<file path="config.mk">
export PLATFORM = sky130hd
export DESIGN_NAME = rsn_chdiv
export DESIGN_NICKNAME = d
export VERILOG_FILES = /design/src/design/rsn_pkg.sv /design/src/design/rsn_chdiv.sv
export SDC_FILE = /design/constraint.sdc
export NUM_CORES = 2
export LEC_CHECK = 0
export BUFFER_PORTS_ARGS = -buffer_cell sky130_fd_sc_hd__buf_2
export CAP_MARGIN = 40
export CORE_UTILIZATION = 58
export DETAILED_ROUTE_END_ITERATION = 16
export MAX_ROUTING_LAYER = met4
export PLACE_DENSITY = 0.88
export SKIP_CTS_REPAIR_TIMING = 1
export SYNTH_ARGS = -nofsm -noshare
export SYNTH_HDL_FRONTEND = slang
export SYNTH_SLANG_ARGS = --single-unit
</file>
<file path="constraint.sdc">
create_clock -name clk_i -period 3.6 [get_ports clk_i]
set_input_delay 0.36 -clock clk_i [delete_from_list [all_inputs] [get_ports clk_i]]
set_output_delay 0.36 -clock clk_i [all_outputs]
set_load 0.02 [all_outputs]
</file>
<file path="src/design/rsn_pkg.sv">
// rsn_pkg: shared widths, constants and register codes of the ray-sphere normal shader
// no dependencies; imported by every design file of the block
package rsn_pkg;

  // stream and register widths
  localparam int COORD_W    = 16;
  localparam int RADIUS_W   = COORD_W - 1;
  localparam int CFG_ADDR_W = 2;
  localparam int IN_W       = 6 * COORD_W;
  localparam int CH_W       = 8;
  localparam int OUT_W      = 3 * CH_W;

  // internal widths of the exact integer datapath
  localparam int OC_W   = COORD_W + 1;   // origin minus center
  localparam int A_W    = 32;            // d.d
  localparam int H_W    = 35;            // oc.d
  localparam int C_W    = 36;            // oc.oc - r^2
  localparam int HS_W   = 36;            // h + floor(sqrt(discriminant))
  localparam int V_W    = 52;            // unnormalized normal component
  localparam int ROOT_W = 51;            // square root result
  localparam int RAD_W  = 2 * ROOT_W;    // square root radicand
  localparam int N_W    = 53;            // channel numerator before scaling
  localparam int DIV_W  = 74;            // channel divider datapath
  localparam int Q_W    = CH_W;          // quotient bits, one per divider stage

  // 255.999 as an exact ratio and the per-channel denominator factors
  localparam logic [17:0] K_SCALE = 18'd255999;
  localparam logic [14:0] K_HIT   = 15'd2000;
  localparam logic [14:0] K_RED   = 15'd4000;
  localparam logic [14:0] K_GRN   = 15'd20000;
  localparam logic [14:0] K_BLU   = 15'd1000;

  // front stages, sqrt, normal stages, sqrt, channel setup, divider
  localparam int PIPE_LAT = 5 + ROOT_W + 6 + ROOT_W + 2 + Q_W;

  // configuration register indexes
  localparam logic [CFG_ADDR_W-1:0] CFG_CX = 2'd0;
  localparam logic [CFG_ADDR_W-1:0] CFG_CY = 2'd1;
  localparam logic [CFG_ADDR_W-1:0] CFG_CZ = 2'd2;
  localparam logic [CFG_ADDR_W-1:0] CFG_R  = 2'd3;

endpackage

</file>
<file path="src/design/rsn_chdiv.sv">
// rsn_chdiv: pipelined restoring divider for one 8-bit color channel
// depends on rsn_pkg for DIV_W and Q_W; quotient must fit in Q_W bits
module rsn_chdiv import rsn_pkg::*; (
  input  logic             clk_i,
  input  logic             en_i,
  input  logic [DIV_W-1:0] num_i,
  input  logic [DIV_W-1:0] den_i,
  output logic [Q_W-1:0]   q_o
);

  logic [DIV_W-1:0] rem_q [Q_W];
  logic [DIV_W-1:0] den_q [Q_W];
  logic [Q_W-1:0]   q_q   [Q_W];

  for (genvar j = 0; j < Q_W; j++) begin : g_stage
    logic [DIV_W-1:0] rem_in;
    logic [DIV_W-1:0] den_in;
    logic [Q_W-1:0]   q_in;
    logic [DIV_W-1:0] sub;

    if (j == 0) begin : g_first
      assign rem_in = num_i;
      assign den_in = den_i;
      assign q_in   = '0;
    end else begin : g_next
      assign rem_in = rem_q[j-1];
      assign den_in = den_q[j-1];
      assign q_in   = q_q[j-1];
    end

    // quotient bits msb first
    assign sub = den_in << (Q_W - 1 - j);

    always_ff @(posedge clk_i) begin
      if (en_i) begin
        den_q[j] <= den_in;
        if (rem_in >= sub) begin
          rem_q[j] <= rem_in - sub;
          q_q[j]   <= {q_in[Q_W-2:0], 1'b1};
        end else begin
          rem_q[j] <= rem_in;
          q_q[j]   <= {q_in[Q_W-2:0], 1'b0};
        end
      end
    end
  end

  assign q_o = q_q[Q_W-1];

endmodule

</file>
==> results.sh <==
export IMPL_h_tree_depth=3
export IMPL_worst_slack_ps=-730
export IMPL_initial_core_util=0.587
export IMPL_pin_count=158
export IMPL_violations="hold timing, setup timing"
export IMPL_vias_per_cell=5.92
export IMPL_final_util=0.796
export IMPL_grt_pass1_vias=57440
export IMPL_grt_total_usage=0.318
export IMPL_cts_tree="yes"
export IMPL_drc=0
export IMPL_cts_sinks=1072
export IMPL_drtIter0Drc=5821
export IMPL_synth_seq_cells=1072
export IMPL_finalWirelength_mm=219
export IMPL_cp_required_ps=4090
export IMPL_slew_limit_headroom=0.336
export IMPL_grt_pass1_wl_mm=297
export IMPL_vias=62775
export IMPL_ys_seq_area_frac=0.463
export IMPL_r2r_start="rem_q[1][5]$_DFFE_PP_"
export IMPL_ys_flop_type="edfxtp_1"
export IMPL_hold_path_class="input port to flop"
export IMPL_grt_max_degree=169
export IMPL_synth_edf_count=1071
export IMPL_rsz0062_at_grt="true"
export IMPL_synthTopCellsByArea="edfxtp_1 (46%), ha_1 (10%), a21oi_1 (4.5%)"
export IMPL_fp_dieH_um=348
export IMPL_dieWidth_um=348
export IMPL_core_um2=118000
export IMPL_clk_path_buf_depth=3
export IMPL_gp_congestion=0.999
export IMPL_dr_pass1_iters=11
export IMPL_dp_hpwl_mm=155
export IMPL_cp_start_kind="flop"
export IMPL_status="finished, violations left"
export IMPL_p_leak_nw=41.9
export IMPL_cap_violations=0
export IMPL_clkTransAtPathRegs_ps=60
export IMPL_syn_nets=7733
export IMPL_syn_avg_cell_area_um2=9.91
export IMPL_die_area_um2=121000
export IMPL_synth_largest_area_cell="edfxtp_1"
export IMPL_cp_arrival_ps=4820
export IMPL_fill_cells=6863
export IMPL_synthDistinctLibCells=99
export IMPL_overflow=0
export IMPL_period_share=1.20
export IMPL_final_cell_mix="buf_4 (1643), edfxtp_1 (1071), inv_1 (674)"
export IMPL_final_common_cell="buf_4"
export IMPL_worstSetupEndpointType="flop"
export IMPL_final_hold_viol_count=7
export IMPL_area_growth_pct=35.6
export IMPL_power_density_nw_per_um2=775
export IMPL_fin_worst_skew_ps=29.0
export IMPL_r2r_setup_slack_ps=-730
export IMPL_clkLatencyLatePin_ps=740
export IMPL_clock_fmax_ghz=0.231
export IMPL_dp_slack_ps=-796
export IMPL_antenna_found_initial=0
export IMPL_hp_start="num_i[41]"
export IMPL_netlist_instances=7012
export IMPL_fin_crit_ps=4330
export IMPL_final_nets=9634
export IMPL_synth_top_cell_area_share=0.463
export IMPL_timing_worst_slew_pin_value_ps=996
export IMPL_finalSetupViolations=390
export IMPL_critical_path_class="flop to flop"
export IMPL_ctsRootBufferMaster="clkbuf_16"
export IMPL_netlist_area_um2=69500
export IMPL_portBuffers=157
export IMPL_maxSlewViolCount=0
export IMPL_ys_warn_count=0
export IMPL_layout_drive_gt1_share=0.303
export IMPL_peakVddDrop_mv=0.444
export IMPL_avgRoutedWirePerCell_um=20.6
export IMPL_fp_row_count=126
export IMPL_ant_nets=0
export IMPL_numCtsBuffers=106
export IMPL_whs_ps=-46.4
export IMPL_cp_max_fo=5
export IMPL_diodes=0
export IMPL_synthArstFlopShare=0
export IMPL_crit_start="rem_q[1][5]$_DFFE_PP_"
logic make-up after synthesis:
logic type | synth area share
AO/OA/AOI/OAI | 0.188
buffers and inverters | 0.0555
XOR/XNOR | 0.0575
adder cells (fa/ha/maj) | 0.104
AND/OR/NAND/NOR | 0.116
flip-flops | 0.463
multiplexers | 0.0173
power by group:
group,switching [W],leakage (nW),total (W),internal (W)
sequential,0.00216,10.5,0.0201,0.0180
clock,0.00494,1.73,0.0115,0.00656
combinational,0.0211,29.6,0.0413,0.0202
total,0.0282,41.9,0.0730,0.0447
per-layer routing:
metal | track usage | vias up | wire (um)
met5 | - | - | 0
met4 | 0.177 | 0 | 16200
met3 | 0.0273 | 862 | 15300
met2 | 0.505 | 3270 | 102000
met1 | 0.404 | 29335 | 85400
li1 | - | 29308 | -
registers in the layout (all words and copies together) (netlist names):
register	flops
den_q	518
rem_q	518
q_q	36
path summary, 6_finish.rpt:
check	cells past startpoint	endpoint
worst max register to register	19	rem_q[2][26]$_DFFE_PP_
worst min register to register	0	den_q[4][73]$_DFFE_PP_
worst max-delay path	19	rem_q[2][26]$_DFFE_PP_
worst min-delay path	3	rem_q[0][41]$_DFFE_PP_
stage by stage:
stage	std cells	power, W	area, um^2	hold WS [ps]	setup TNS [ps]
floorplan	7012	0.0397	69900	400	-2710
global placement	10083	0.0529	83800	400	-138460
detailed placement	10083	0.0541	83800	405	-183190
CTS	10281	0.0657	87400	-233	-165190
global route	10603	0.0764	94200	-2.34	-154390
finish	10603	0.0730	94200	-46.4	-134510
cell type report:
| class | count | area, um^2 | share of cell area |
|---|---|---|---|
| clock buffers | 125 | 2790 | 0.0296 |
| multi-input cells | 4956 | 36700 | 0.390 |
| inverters | 693 | 2610 | 0.0277 |
| well taps | 1600 | 2000 | 0.0212 |
| repair buffers | 2084 | 17100 | 0.182 |
| flip-flops and latches | 1072 | 32200 | 0.341 |
| clock inverters | 73 | 781 | 0.00828 |
synth_stat cells, drive strengths merged, types with 8 or more instances:
master	instances
o221ai	11
edfxtp	1071
o22ai	9
nand4	162
o21a	68
a31oi	51
a221o	12
nor3b	8
a211o	11
o41ai	8
buf	60
o21ai	614
nand2	690
o31ai	47
and2	39
xnor2	250
a311oi	8
mux2	103
nor4	25
nor2	339
o211ai	30
a2111oi	8
or3	27
clkbuf	231
nor3	82
nand2b	50
inv	693
and3	41
ha	564
a211oi	45
a21o	334
or2	14
a41oi	19
a221oi	21
a21oi	631
o21bai	91
o31a	9
a21boi	34
nand3	105
nor2b	61
a31o	8
xor2	206
and4	28
worst max-delay path, stage by stage (launching register included):
cell and delay (ps):
edfxtp_1 400, inv_1 110, ha_2 200, buf_4 130
nor2b_4 50, o31ai_4 250, a211oi_2 110, nor3_1 300
o21bai_1 160, a311o_1 450, o211ai_1 200, buf_4 180
o2111ai_4 130, a21oi_2 210, o21ai_2 100, a211oi_4 320
buf_12 150, buf_6 150, buf_6 140, mux2_4 310
(Power assumes the default switching activity.)
